===== config.mk =====
export PLATFORM = sky130hd
export DESIGN_NAME = signed_euclidean_divider_unit
export DESIGN_NICKNAME = d
export VERILOG_FILES = /design/src/hdl/sed_pkg.sv /design/src/hdl/sed_datapath.sv /design/src/hdl/sed_ctrl.sv /design/src/hdl/signed_euclidean_divider_unit.sv
export SDC_FILE = /design/constraint.sdc
export NUM_CORES = 1
export LEC_CHECK = 0
export ABC_AREA = 1
export BUFFER_PORTS_ARGS = -buffer_cell sky130_fd_sc_hd__buf_2
export CORE_UTILIZATION = 35
export CTS_CLUSTER_DIAMETER = 150
export DETAILED_ROUTE_END_ITERATION = 6
export PLACE_DENSITY_LB_ADDON = 0.15
export SYNTH_ARGS = -nofsm -noshare
export SYNTH_HDL_FRONTEND = slang
export SYNTH_SLANG_ARGS = --single-unit

===== constraint.sdc =====
create_clock -name i_clk -period 5.85 [get_ports i_clk]
set_input_delay 0.2925 -clock i_clk [delete_from_list [all_inputs] [get_ports i_clk]]
set_output_delay 0.2925 -clock i_clk [all_outputs]
set_load 0.005 [all_outputs]

===== src/hdl/sed_pkg.sv =====
// Shared types and constants for the signed Euclidean divider.
// Used by sed_ctrl, sed_datapath and signed_euclidean_divider_unit; no dependencies.
`timescale 1ns / 1ps

package sed_pkg;

    // Operand width of dividend, divisor and quotient.
    localparam int DATA_WIDTH = 32;
    // Remainder width: the remainder always stays below 2^(DATA_WIDTH-1).
    localparam int REM_WIDTH  = DATA_WIDTH - 1;
    // Step counter over the quotient bits.
    localparam int CNT_WIDTH  = (DATA_WIDTH > 2) ? $clog2(DATA_WIDTH) : 1;
    localparam logic [CNT_WIDTH-1:0] CNT_LAST = CNT_WIDTH'(DATA_WIDTH - 1);

    // Stream payload widths, padded up to whole bytes.
    localparam int IN_FIELDS_W  = 2 * DATA_WIDTH;
    localparam int IN_TDATA_W   = ((IN_FIELDS_W + 7) / 8) * 8;
    localparam int OUT_FIELDS_W = DATA_WIDTH + REM_WIDTH + 1;
    localparam int OUT_TDATA_W  = ((OUT_FIELDS_W + 7) / 8) * 8;
    localparam int STATUS_W     = 2;

    // Result status codes.
    typedef enum logic [STATUS_W-1:0] {
        ST_OK       = 2'd0,
        ST_DIV_ZERO = 2'd1,
        ST_OVERFLOW = 2'd2
    } t_status;

    // Controller states.
    typedef enum logic [1:0] {
        S_IDLE,
        S_DIV,
        S_FIX,
        S_FIN
    } t_state;

    // Commands from the controller to the datapath.
    typedef struct packed {
        logic load;   // capture operands and form magnitudes
        logic step;   // one restoring division step
        logic fix;    // Euclidean remainder and quotient correction
        logic fin;    // sign the quotient and load the output register
    } t_cmd;

    // Status from the datapath to the controller.
    typedef struct packed {
        logic last_step;  // the current division step is the final one
    } t_dp_stat;

endpackage


===== src/hdl/sed_datapath.sv =====
// Datapath of the signed Euclidean divider: magnitude forming, radix-2
// restoring division, remainder fix-up and the output register. Uses sed_pkg.
`timescale 1ns / 1ps

module sed_datapath (
    input  logic                           i_clk,
    input  sed_pkg::t_cmd                  i_cmd,
    input  logic [sed_pkg::DATA_WIDTH-1:0] i_dividend,
    input  logic [sed_pkg::DATA_WIDTH-1:0] i_divisor,
    output sed_pkg::t_dp_stat              o_stat,
    output logic [sed_pkg::DATA_WIDTH-1:0] o_quotient,
    output logic [sed_pkg::REM_WIDTH-1:0]  o_remainder,
    output logic                           o_divisible,
    output sed_pkg::t_status               o_status
);
    import sed_pkg::*;

    localparam logic [DATA_WIDTH-1:0] LIMIT = {1'b1, {(DATA_WIDTH-1){1'b0}}};

    logic [DATA_WIDTH-1:0] r_rem, n_rem;
    logic [DATA_WIDTH-1:0] r_quo, n_quo;
    logic [DATA_WIDTH-1:0] r_mb, n_mb;
    logic                  r_a_neg, n_a_neg;
    logic                  r_b_neg, n_b_neg;
    logic                  r_b_zero, n_b_zero;
    logic                  r_q_neg, n_q_neg;
    logic [CNT_WIDTH-1:0]  r_count, n_count;

    logic [DATA_WIDTH-1:0] r_out_quo, n_out_quo;
    logic [REM_WIDTH-1:0]  r_out_rem, n_out_rem;
    logic                  r_out_div, n_out_div;
    t_status               r_out_st, n_out_st;

    logic                  a_neg_in;
    logic                  b_neg_in;
    logic [DATA_WIDTH:0]   shifted;
    logic [DATA_WIDTH:0]   trial;
    logic                  rem_nz;
    logic                  bump;
    logic [DATA_WIDTH-1:0] qmag_fix;
    logic                  qneg_fix;
    logic                  ovf;

    assign a_neg_in = i_dividend[DATA_WIDTH-1];
    assign b_neg_in = i_divisor[DATA_WIDTH-1];

    // One restoring step: shift in the next dividend bit and try the subtract.
    assign shifted = {r_rem, r_quo[DATA_WIDTH-1]};
    assign trial   = shifted - {1'b0, r_mb};

    // A negative dividend with a nonzero remainder moves the quotient one
    // step away from zero and reflects the remainder into [0, |b|).
    assign rem_nz   = (r_rem != '0);
    assign bump     = r_a_neg && rem_nz;
    assign qmag_fix = bump ? (r_quo + DATA_WIDTH'(1)) : r_quo;
    assign qneg_fix = (qmag_fix != '0) && (bump ? !r_b_neg : (r_a_neg != r_b_neg));

    // Overflow only when the positive quotient reaches 2^(DATA_WIDTH-1).
    assign ovf = r_q_neg ? (r_quo > LIMIT) : (r_quo >= LIMIT);

    assign o_stat.last_step = (r_count == CNT_LAST);

    // Next values of the working registers.
    always_comb begin
        n_rem    = r_rem;
        n_quo    = r_quo;
        n_mb     = r_mb;
        n_a_neg  = r_a_neg;
        n_b_neg  = r_b_neg;
        n_b_zero = r_b_zero;
        n_q_neg  = r_q_neg;
        n_count  = r_count;
        if (i_cmd.load) begin
            n_rem    = '0;
            n_quo    = a_neg_in ? (~i_dividend + DATA_WIDTH'(1)) : i_dividend;
            n_mb     = b_neg_in ? (~i_divisor + DATA_WIDTH'(1)) : i_divisor;
            n_a_neg  = a_neg_in;
            n_b_neg  = b_neg_in;
            n_b_zero = (i_divisor == '0);
            n_count  = '0;
        end else if (i_cmd.step) begin
            n_rem   = trial[DATA_WIDTH] ? shifted[DATA_WIDTH-1:0] : trial[DATA_WIDTH-1:0];
            n_quo   = {r_quo[DATA_WIDTH-2:0], ~trial[DATA_WIDTH]};
            n_count = r_count + CNT_WIDTH'(1);
        end else if (i_cmd.fix) begin
            n_quo   = qmag_fix;
            n_rem   = bump ? (r_mb - r_rem) : r_rem;
            n_q_neg = qneg_fix;
        end
    end

    // Next values of the output register.
    always_comb begin
        n_out_quo = r_out_quo;
        n_out_rem = r_out_rem;
        n_out_div = r_out_div;
        n_out_st  = r_out_st;
        if (i_cmd.fin) begin
            if (r_b_zero) begin
                n_out_quo = '0;
                n_out_rem = '0;
                n_out_div = 1'b0;
                n_out_st  = ST_DIV_ZERO;
            end else begin
                n_out_quo = r_q_neg ? (~r_quo + DATA_WIDTH'(1)) : r_quo;
                n_out_rem = r_rem[REM_WIDTH-1:0];
                n_out_div = !rem_nz;
                n_out_st  = ovf ? ST_OVERFLOW : ST_OK;
            end
        end
    end

    // Payload registers need no reset.
    always_ff @(posedge i_clk) begin
        r_rem     <= n_rem;
        r_quo     <= n_quo;
        r_mb      <= n_mb;
        r_a_neg   <= n_a_neg;
        r_b_neg   <= n_b_neg;
        r_b_zero  <= n_b_zero;
        r_q_neg   <= n_q_neg;
        r_count   <= n_count;
        r_out_quo <= n_out_quo;
        r_out_rem <= n_out_rem;
        r_out_div <= n_out_div;
        r_out_st  <= n_out_st;
    end

    assign o_quotient  = r_out_quo;
    assign o_remainder = r_out_rem;
    assign o_divisible = r_out_div;
    assign o_status    = r_out_st;

endmodule


===== src/hdl/sed_ctrl.sv =====
// Controller of the signed Euclidean divider: sequences load, division steps,
// fix-up and output, and owns the stream handshakes. Uses sed_pkg.
`timescale 1ns / 1ps

module sed_ctrl (
    input  logic              i_clk,
    input  logic              i_rst_n,
    input  logic              i_in_valid,
    output logic              o_in_ready,
    output logic              o_out_valid,
    input  logic              i_out_ready,
    input  sed_pkg::t_dp_stat i_stat,
    output sed_pkg::t_cmd     o_cmd
);
    import sed_pkg::*;

    t_state r_state, n_state;
    logic   r_out_valid, n_out_valid;

    // Next state.
    always_comb begin
        n_state = r_state;
        case (r_state)
            S_IDLE: begin
                if (i_in_valid) n_state = S_DIV;
            end
            S_DIV: begin
                if (i_stat.last_step) n_state = S_FIX;
            end
            S_FIX: begin
                n_state = S_FIN;
            end
            S_FIN: begin
                if (!r_out_valid || i_out_ready) n_state = S_IDLE;
            end
            default: begin
                n_state = S_IDLE;
            end
        endcase
    end

    // Commands and handshakes.
    always_comb begin
        o_cmd      = '0;
        o_in_ready = 1'b0;
        case (r_state)
            S_IDLE: begin
                o_in_ready = 1'b1;
                o_cmd.load = i_in_valid;
            end
            S_DIV: begin
                o_cmd.step = 1'b1;
            end
            S_FIX: begin
                o_cmd.fix = 1'b1;
            end
            S_FIN: begin
                o_cmd.fin = !r_out_valid || i_out_ready;
            end
            default: begin
                o_cmd = '0;
            end
        endcase
    end

    // The output register is full from a finish until its transfer.
    always_comb begin
        if (o_cmd.fin) begin
            n_out_valid = 1'b1;
        end else if (i_out_ready) begin
            n_out_valid = 1'b0;
        end else begin
            n_out_valid = r_out_valid;
        end
    end

    always_ff @(posedge i_clk) begin
        if (!i_rst_n) begin
            r_state     <= S_IDLE;
            r_out_valid <= 1'b0;
        end else begin
            r_state     <= n_state;
            r_out_valid <= n_out_valid;
        end
    end

    assign o_out_valid = r_out_valid;

endmodule


===== src/hdl/signed_euclidean_divider_unit.sv =====
// Signed Euclidean divider, top level: stream ports around sed_ctrl and
// sed_datapath. Uses sed_pkg.
//
// Usage: a transfer on the slave channel carries a signed dividend and a
// signed divisor. The master channel returns one result per input: the
// Euclidean quotient, a remainder in [0, |divisor|), a divisible flag and a
// status code in tuser (ok, divisor zero, quotient overflow).
// A zero divisor gives zero quotient, remainder and divisible. The most
// negative dividend over minus one wraps the quotient and flags overflow.
// Sequence: the radix-2 restoring loop retires one quotient bit per cycle,
// then a fix-up state corrects quotient and remainder and an output state
// loads the output register, waiting while it still holds a result.
// One item is in the divider at a time: a new input is accepted only after
// the previous item has left the output state.
// The output register lets the next item be accepted and divided while a
// result still waits; when the receiver stalls, the divider holds its
// finished item until the output register frees up.
// Reset (synchronous, active low) empties the divider and the output register.
`timescale 1ns / 1ps

module signed_euclidean_divider_unit (
    input  logic                            i_clk,
    input  logic                            i_rst_n,
    input  logic                            s_axis_tvalid,
    output logic                            s_axis_tready,
    // Fields from bit 0 up: dividend, divisor.
    input  logic [sed_pkg::IN_TDATA_W-1:0]  s_axis_tdata,
    output logic                            m_axis_tvalid,
    input  logic                            m_axis_tready,
    // Fields from bit 0 up: quotient, remainder, divisible, zero padding.
    output logic [sed_pkg::OUT_TDATA_W-1:0] m_axis_tdata,
    // Fields from bit 0 up: status.
    output logic [sed_pkg::STATUS_W-1:0]    m_axis_tuser
);
    import sed_pkg::*;

    t_cmd                  cmd;
    t_dp_stat              dp_stat;
    logic [DATA_WIDTH-1:0] quotient;
    logic [REM_WIDTH-1:0]  remainder;
    logic                  divisible;
    t_status               status;

    sed_ctrl u_ctrl (
        .i_clk       (i_clk),
        .i_rst_n     (i_rst_n),
        .i_in_valid  (s_axis_tvalid),
        .o_in_ready  (s_axis_tready),
        .o_out_valid (m_axis_tvalid),
        .i_out_ready (m_axis_tready),
        .i_stat      (dp_stat),
        .o_cmd       (cmd)
    );

    sed_datapath u_datapath (
        .i_clk       (i_clk),
        .i_cmd       (cmd),
        .i_dividend  (s_axis_tdata[DATA_WIDTH-1:0]),
        .i_divisor   (s_axis_tdata[2*DATA_WIDTH-1:DATA_WIDTH]),
        .o_stat      (dp_stat),
        .o_quotient  (quotient),
        .o_remainder (remainder),
        .o_divisible (divisible),
        .o_status    (status)
    );

    // Pack the result fields, lowest field first.
    assign m_axis_tdata = OUT_TDATA_W'({divisible, remainder, quotient});
    assign m_axis_tuser = status;

endmodule

==> After elaboration in Yosys (flattened, before gate mapping) <==
Index checks and enable logic that the tools add are counted.
{ "word_totals": {"reg_bits": 174, "latchBits": 0, "mem_count": 0, "wordCells": 80, "input_bits": 68, "mem_bits_rw": 0, "mem_bits_ro": 0, "out_inout_bits": 68} }
{ "op_classes": {"n_div": 0, "reduce_logical": 17, "n_lt_le_gt_ge": 2, "n_addsub": 7, "mux": 25, "multipliers": 0, "n_shift": 0, "n_eq_ne": 8, "bitwise": 6} }
{ "ops": {"columns": ["cell", "count"], "rows": [
  ["2-to-1 mux 32 bit", 10],
  ["adder 32 x 1 -> 32 bit, second input constant", 4],
  ["inverter 32 bit", 3],
  ["nonzero test 32 bit", 2],
  ["subtractor 33 x 32 -> 33 bit", 1],
  ["greater-or-equal comparator 32 bit, second input constant", 1],
  ["greater-than comparator 32 bit, second input constant", 1],
  ["zero test 32 bit", 1],
  ["subtractor 32 bit", 1],
  ["2-to-1 mux 31 bit", 1],
  ["2-to-1 mux 1 bit", 9],
  ["2-to-1 mux 2 bit", 4],
  ["one-hot mux 2 bit (4 select lines)", 1],
  ["AND reduction 3 bit", 2],
  ["nonzero test 2 bit", 3],
  ["adder 5 x 1 -> 5 bit, second input constant", 1],
  ["== test 5 bit, second input constant", 1],
  ["== test 2 bit, second input constant", 2],
  ["!= test 2 bit, second input constant", 2],
  ["zero test 1 bit", 3],
  ["inverter 1 bit", 3],
  ["nonzero test 3 bit", 1],
  ["== test 2 x 1 -> 1 bit, second input constant", 1],
  ["logical AND 1 bit", 2],
  ["other kinds (5)", 5]
]} }

==> Depth between registers and ports, before layout <==
Gate-level depths: netlist of run 1.
{ "logic_depth": {"ltp_word": 6, "ltp_mapped": 19, "ltp_nobuf": 18} }

==> Hierarchy <==
From an unflattened synthesis of run 1, not the netlist that was laid out.
{ "unflattened": {"cells_unflattened": 2469, "hier_area_um2": 15752.6} }
{ "modules_own_cells": {"columns": ["module", "seq_area_each_um2", "instances", "cells_each", "area_per_inst_um2"], "rows": [
  ["sed_datapath", 4764.6, 1, 2433, 15504.9],
  ["sed_ctrl", 60.1, 1, 35, 240.2],
  ["signed_euclidean_divider_unit", 0.0, 1, 1, 7.5]
]} }

==> Least setup slack after synthesis of run 1 <==
Ideal clock, no wire load.
{ "synth_path": {"kind": "register to register", "startpoint": "register u_ctrl.r_state[0]", "endpoint": "register u_datapath.r_out_div, in the netlist u_datapath.o_divisible, enable pin", "required_time_ps": 5339, "arrival_ps": 3755, "setup_slack_ps": 1583, "synth_period_minus_slack_ps": 4267, "n_path_buf": 0, "path_stages_with_launch": 4, "setup_ps": 511, "path_cell_list": "dfxtp_1 ha_1 inv_1 a21oi_1"} }
{ "synth_rtl": {"columns": ["item", "line", "text"], "rows": [
  ["from (decl)", "sed_ctrl.sv:17", "t_state r_state, n_state;"],
  ["from (signal assigned)", "sed_ctrl.sv:82", "r_state <= n_state;"],
  ["to (signal assigned)", "sed_datapath.sv:125", "r_out_div <= n_out_div;"],
  ["to (decl)", "sed_datapath.sv:31", "logic r_out_div, n_out_div;"]
]} }

==> Worst setup path after layout of run 1 <==
{ "layout_path": {"startpoint": "register u_datapath.r_rem[31]", "endpoint": "register u_datapath.r_rem[28]"} }
{ "layout_via": {"elab_chain_len": 4, "word_cells_on_any_way": 7, "cone_classes": "add/sub (1); mux (2); reduce/logical (4)"} }
{ "layout_rtl": {"columns": ["item", "line", "text"], "rows": [
  ["from (decl)", "sed_datapath.sv:20", "logic [DATA_WIDTH-1:0] r_rem, n_rem;"],
  ["from (signal assigned)", "sed_datapath.sv:115", "r_rem <= n_rem;"],
  ["branches (longest 4 deep; another with subtractor 33 x 32 -> 33 bit)", null, null]
]} }
Parallel ways; which one is timed is not known.
A chain may end at the register's enable or synchronous reset.

==> out/results.ini, run 1 <==
[grt]
grt_pass1_vias = 14600
grt_max_degree = 66
track_usage = 0.252
antenna_found_initial = 4
grt_pass1_wl_microns = 85700
overflow = 0

[floorplan]
core_area_sq_um = 44100
row_count = 77
start_util = 0.355
chipHeight_microns = 213
ios = 136
dieArea_sq_um = 45500
die_w_microns = 213

[worst_setup_path]
crit_required_ns = 6.29
r2r_end = u_datapath.r_rem[28]
r2r_cells = 11
start_kind = register
startpoint = u_datapath.r_rem[31]
crit_fanout = 49
arrival_ns = 3.57
reg2reg_slack_ns = 2.72
cp-end-kind = register
critPathCapture = u_datapath.r_rem[28]
critPathKind = register to register
rr_startpoint = u_datapath.r_rem[31]

[min_path]
hold_class = input port to register

[layout]
num-nets-final = 2696
area_growth_pct = 11.4
final_area_sq_um = 17400
drive_gt1_frac = 0.0861

[logic_synthesis]
synth_compound_area_frac = 0.141
ys_seq_area_frac = 0.308
synth_edf_count = 134
yosys_most_used_dff = edfxtp_1
ys_async_sr_fraction = 0
syn_avg_cell_area_sq_um = 6.34
synth_top_family_by_area = simple AND/OR/NAND/NOR gates
synth_nets = 2611
yosysWarnings = 0
synth_mux_area_frac = 0
synth_cells = 2468
synth-simple-area-share = 0.344
synth_xor_area_frac = 0.0370
synthAdderAreaFrac = 0.0610
synth_seq_cells = 174
synth.distinct_cells = 50
synthesis.area_sq_um = 15600

[route]
drt-pass1-iter-count = 5
wl_met2_microns = 24100
wl_microns = 56200
met1_length_microns = 27800
drc = 0
via_count = 16100
drt_iter0_markers = 1369
vias_per_cell = 5.11
maxUsedRoutingLayer = met4
wire_per_inst_microns = 17.8
met3_wirelength_microns = 2960
ant_nets = 0

[power_and_ir_drop]
p_sw_frac = 0.542
seqPwrFrac = 0.248
cellPowerDensity_nw_per_um2 = 557
p_leak_nw = 8.30
p_switching_w = 0.00526
combPwrFrac = 0.617
vdd_ir_drop_max_v = 0.000346
pwr-share-clk = 0.135
p_int_w = 0.00445

[sta]
fin_tns_setup_ns = 0
rsz0062_at_grt = false
fin_crit_ns = 3.13
fmaxAchievable_ghz = 0.319
worstMarginPinSlew_ns = 1.05
period_share = 0.535
hold_viol_final = 0
finalClockSkew_ns = 0.0136
slew_violations = 0
finalSetupViolations = 0
max_slew_margin = 0.301

[place]
place_hpwl_microns = 44300
port_buffers = 135
place_congestion = 0.952
placed_area_sq_um = 16800

[clock_tree]
cts_tree = done
cts.sinks = 174
root_buffer = clkbuf_16
numCtsBuffers = 17
cts_hold_buf = 0
cts_resized = 0
clk_latency_ns = 0.51
post-cts-setup-buffers = 0
h-tree-depth = 4
clk_path_buf_depth = 2
clk_pin_slew_ns = 0.07

[job]
drv_cap = 0

[run_status]
status = complete, no violations

worst min path at each step:
stage	start	to	depth (start not counted)
final	i_rst_n	u_ctrl.r_state[1]	3
after global routing	s_axis_tdata[32]	u_datapath.r_mb[0]	1
after detailed placement	u_datapath.r_count[4]	u_datapath.r_count[4]	2
after floorplan	s_axis_tdata[31]	u_datapath.r_a_neg	0
after CTS	i_rst_n	u_ctrl.r_state[1]	3
after global placement	u_datapath.r_count[4]	u_datapath.r_count[4]	2
registers in the layout, summed over array words and instances (netlist names):
| name | flops |
|---|---|
| u_datapath.r_mb | 32 |
| u_datapath.r_b_zero | 1 |
| u_datapath.r_b_neg | 1 |
| u_datapath.r_q_neg | 1 |
| u_datapath.r_rem | 32 |
| u_datapath.o_remainder | 31 |
| u_datapath.r_a_neg | 1 |
| u_datapath.o_status | 2 |
| u_datapath.r_quo | 32 |
| u_datapath.o_divisible | 1 |
| u_ctrl.r_state | 2 |
| u_ctrl.o_out_valid | 1 |
| u_datapath.o_quotient | 32 |
| u_datapath.r_count | 5 |
cell usage in the layout, fill, tap and decap left out, types with 5 or more instances in the layout:
| cell type | n |
|---|---|
| buf_2 | 135 |
| a21oi_1 | 194 |
| o21bai_1 | 8 |
| clkbuf_16 | 17 |
| nand3b_1 | 10 |
| o21ai_1 | 5 |
| nand2_1 | 719 |
| xor2_1 | 43 |
| o21ai_0 | 183 |
| inv_6 | 5 |
| nor3_1 | 40 |
| dfxtp_1 | 40 |
| nand2_2 | 13 |
| buf_4 | 11 |
| nand3_1 | 153 |
| nand4_1 | 16 |
| o31ai_1 | 5 |
| xnor2_1 | 23 |
| nor3_2 | 7 |
| edfxtp_1 | 134 |
| inv_1 | 341 |
| nor2_2 | 7 |
| nor2_1 | 327 |
| ha_1 | 72 |
per-stage QoR:
| stage | hold slack (ns) | power, W | setup slack [ns] | util | std cells |
|---|---|---|---|---|---|
| floorplan | 0.391 | 0.00652 | 1.58 | - | 2468 |
| global placement | 0.500 | 0.00834 | 2.77 | 0.380 | 3126 |
| detailed placement | 0.508 | 0.00835 | 2.72 | 0.380 | 3126 |
| CTS | 0.0137 | 0.00970 | 2.69 | 0.395 | 3158 |
| global route | 0.0572 | 0.0106 | 2.52 | 0.395 | 3160 |
| finish | 0.0505 | 0.00971 | 2.72 | 0.395 | 3160 |
power groups by stage:
stage | clock network [W] | logic (W) | registers, W
global route | 0.00138 | 0.00674 | 0.00246
detailed placement | 0 | 0.00593 | 0.00242
global placement | 0 | 0.00591 | 0.00242
floorplan | 0 | 0.00439 | 0.00213
CTS | 0.00135 | 0.00596 | 0.00239
finish | 0.00131 | 0.00599 | 0.00241
routing by layer:
layer	vias up	global-route usage
li1	8129	-
met1	7479	0.366
met2	467	0.378
met3	65	0.0372
met4	0	0.0867
met5	-	0
synthesized netlist by cell type, drive strengths merged, types with 4 or more instances:
| cell type | instances | area share |
|---|---|---|
| xor2 | 43 | 0.024 |
| nand4 | 16 | 0.0064 |
| o211ai | 4 | 0.0019 |
| inv | 343 | 0.082 |
| nand3b | 10 | 0.0048 |
| a31oi | 4 | 0.0016 |
| dfxtp | 40 | 0.051 |
| a21oi | 197 | 0.064 |
| o21ai | 191 | 0.062 |
| nor2 | 334 | 0.081 |
| o31ai | 5 | 0.0024 |
| ha | 73 | 0.058 |
| xnor2 | 23 | 0.013 |
| buf | 37 | 0.015 |
| edfxtp | 134 | 0.26 |
| nor4 | 4 | 0.0026 |
| clkbuf | 43 | 0.011 |
| o21bai | 8 | 0.0038 |
| nand3 | 156 | 0.051 |
| nand2 | 733 | 0.18 |
| nor3 | 47 | 0.017 |
worst max-delay path, stage by stage (launching register included):
cell     delay (ns)
dfxtp_1        0.40
nor2_1         0.14
nand2_1        0.08
nor2_1         0.22
nand2_2        0.16
o21ai_2        0.15
buf_4          0.38
a21oi_4        0.08
buf_4          0.30
inv_1          0.66
nor2_1         0.25
a21oi_1        0.19
layout make-up:
cell class,instances,area [sq um]
diodes,2,5.00
clock buffers,18,439
clock inverters,14,204
fillers,4878,26700
inverters,345,1290
multi-input cells,1869,9160
flip-flops and latches,174,4820
well taps,592,741
repair buffers,146,758
logic make-up after synthesis:
| kind of cell | Yosys count |
|---|---|
| xor gates and xnor gates | 66 |
| adders and majority gates | 75 |
| AOI/OAI and AO/OA | 421 |
| DFF | 174 |
| buffers and inverters | 425 |
| and+or+nand+nor | 1307 |
(Power assumes the default switching activity.)
==> run 2, diff against run 1 <==
==> constraint.sdc (replaced) <==
create_clock -name i_clk -period 2.95 [get_ports i_clk]
set_input_delay 0.1475 -clock i_clk [delete_from_list [all_inputs] [get_ports i_clk]]
set_output_delay 0.1475 -clock i_clk [all_outputs]
set_load 0.005 [all_outputs]
==> run 2 against run 1 <==
Fmax up 15%. Highest routed layer is now met5. Worst hold slack lost 0.024 ns. Non-clock buffer count increased by 65. Utilization grew 1.2 points. Register-to-register slack worse by 2.5 ns. Sequential power up 80%. Clock skew is 0.00085 ns lower. Global-route usage grew 0.67 points.
==> out/results.ini, run 2 (synthesis results as in run 1) <==
[place]
port_buffers = 135  ; unchanged
place_hpwl_microns = 46700  ; +5.4%
place_congestion = 0.994  ; +4.3%
dp.cells = 3177  ; +1.6%

[sta]
max_slew_margin = 0.419  ; +0.118
fin_crit_ns = 2.71  ; -0.418 ns
fin_tns_setup_ns = 0  ; unchanged
worstMarginPinSlew_ns = 0.870  ; -0.176 ns
whs_ns = 0.0264  ; -0.0242 ns
slew_violations = 0  ; unchanged
fmaxAchievable_ghz = 0.368  ; +15%
hold_viol_final = 0  ; unchanged
rsz0062_at_grt = false
finalClockSkew_ns = 0.0127  ; -0.000850 ns
period_share = 0.920  ; +0.385
finalSetupViolations = 0  ; unchanged

[power_and_ir_drop]
seqPwrFrac = 0.221  ; -0.027
p_switching_w = 0.0105  ; +100%
combPwrFrac = 0.658  ; +0.041
total_power_w = 0.0197  ; +100%
vdd_ir_drop_max_v = 0.000501  ; +45%
p_sw_frac = 0.535  ; -0.00687
p_int_w = 0.00914  ; +110%
pwr-share-clk = 0.121  ; -0.014
p_leak_nw = 8.61  ; +3.7%
cellPowerDensity_nw_per_um2 = 1100  ; +96%

[clock_tree]
cts_tree = done
cts.sinks = 174  ; unchanged
clk_latency_ns = 0.47  ; -0.04 ns
numCtsBuffers = 17  ; unchanged
h-tree-depth = 4  ; unchanged
clk_pin_slew_ns = 0.07  ; about the same
clk_path_buf_depth = 2  ; unchanged
root_buffer = clkbuf_16

[min_path]
hold_class = input port to register
whs_path_depth = 2  ; -1

[grt]
track_usage = 0.259  ; +0.00674
grt_pass1_wl_microns = 88200  ; +3.0%
grt_pass1_vias = 15100  ; +3.4%
grt_max_degree = 99  ; +50%
antenna_found_initial = 5  ; +1
overflow = 0  ; unchanged
grt-busiest-layer = met2
use_met1 = 0.373  ; +0.00664
grt_util_met3 = 0.0340  ; -0.00322
use_met2 = 0.398  ; +0.0203

[worst_setup_path]
reg2reg_slack_ns = 0.24  ; -2.48 ns
cp.depth = 18  ; +7
start_kind = register
critPathKind = register to register
cpPeakStageDelay_ns = 0.40  ; -0.26 ns
crit_family = simple AND/OR/NAND/NOR gates
cp_cell_sequence = inv_1 > ha_1 > fa_1 > inv_1 > nand3_1 > nand3_2 > nand2_1 > nand2_2 > nand2_1 > nand2_2 > nand2_2 > nand2_1 > nand2_1 > nand2_4 > buf_12 > nand2_1 > nand3_1 > a21oi_1
r2r_cells = 18  ; +7
rr_startpoint = u_datapath.r_quo[31]
startpoint = u_datapath.r_quo[31]
crit_top_cell = nand2_1
r2r_end = u_datapath.r_rem[2]
crit_required_ns = 3.30  ; -2.99 ns
slowest_stage = fa_1
crit_buf_inv = 3  ; unchanged
arrival_ns = 3.06  ; -0.51 ns
crit_fanout = 20  ; -59%
cp-end-kind = register
critPathCapture = u_datapath.r_rem[2]

[floorplan]
chipHeight_microns = 213  ; unchanged
start_util = 0.355  ; unchanged
row_count = 77  ; unchanged
dieArea_sq_um = 45500  ; unchanged
ios = 136  ; unchanged
die_w_microns = 213  ; unchanged
core_area_sq_um = 44100  ; unchanged

[layout]
area_growth_pct = 14.8
instances_no_fill = 3225  ; +2.1%
drive_gt1_frac = 0.101  ; +0.0154
final_common_cell = nand2_1
mostFrequentLayoutCells = nand2_1 (720), inv_1 (341), nor2_1 (327)
fin_util = 0.407  ; +0.0120
num-nets-final = 2761  ; +2.4%

[route]
drc = 0  ; unchanged
vias_per_cell = 5.05  ; -1.2%
drt-pass1-iter-count = 5  ; unchanged
wl_microns = 57900  ; +3.0%
drt_iter0_markers = 1491  ; +8.9%
wire_per_inst_microns = 18.0  ; +0.92%
via_count = 16300  ; +0.84%
ant_nets = 0  ; unchanged

[job]
drv_cap = 0  ; unchanged

[run_status]
status = complete, no violations

==> run 2: changes by cell type in the layout (fill, tap and decap cells not counted), moves of 4 or more <==
cell           delta
inv_6             -5
clkbuf_1          +4
buf_12            +4
dlygate4sd3_1    +14
buf_4            +47
==> run 2: area by class of cell <==
class	count	area [sq um]
antenna	2	5.00
clock buffer	23	479
clock inverter	9	110
fill	4883	26200
inverter	345	1290
multi-input combinational	1869	9170
sequential	174	4820
tap	592	741
timing repair buffer	211	1330
==> run 2: stage by stage <==
step	area (sq um)	worst slack [ns]
floorplan	15600	0.174
global placement	17200	0.200
detailed placement	17200	0.136
CTS	17900	0.110
global route	18000	0.00148
finish	18000	0.236
==> run 2: how the worst min path moves through the flow <==
| stage | end | startpoint |
|---|---|---|
| final | u_datapath.r_mb[12] | s_axis_tdata[44] |
| after global routing | u_datapath.r_mb[12] | s_axis_tdata[44] |
| after CTS | u_datapath.r_mb[4] | s_axis_tdata[36] |
| after detailed placement | u_ctrl.r_state[1] | i_rst_n |
| after global placement | u_ctrl.r_state[0] | i_rst_n |
| after floorplan | u_datapath.r_a_neg | s_axis_tdata[31] |
==> run 2: power by group through the flow <==
stage,clock network [W],registers [W],logic [W]
2_1_floorplan,0,0.00422,0.00870
3_3_place_gp,0,0.00438,0.0127
3_5_place_dp,0,0.00439,0.0127
4_1_cts,0.00244,0.00435,0.0128
5_1_grt,0.00253,0.00443,0.0145
6_report,0.00239,0.00435,0.0129
==> run 2: worst register-to-register path, delay by kind of cell (launching register included) <==
family          cells  cell delay [ns]
flops               1             0.38
fa+ha+maj           2             0.61
simple gates       12             1.16
buf+inv             3             0.37
compound gates      1             0.07
==> run 2: repair_timing <==
| item | 4_1_cts | 5_1_grt |
|---|---|---|
| hold endpoints to repair | 15 | 0 |
| endpoints found under the setup margin | 0 | 28 |
| hold buffers | 14 | 0 |
| buffers inserted | 0 | 0 |
| gates resized for setup | 0 | 2 |
==> run 2: routing by layer <==
metal,part of all wire,routed length (microns),vias to the layer above
met5,0.00022,13,-
met4,0.025,1450,2
li1,-,-,8261
met1,0.49,28400,7444
met3,0.056,3230,68
met2,0.43,24800,501
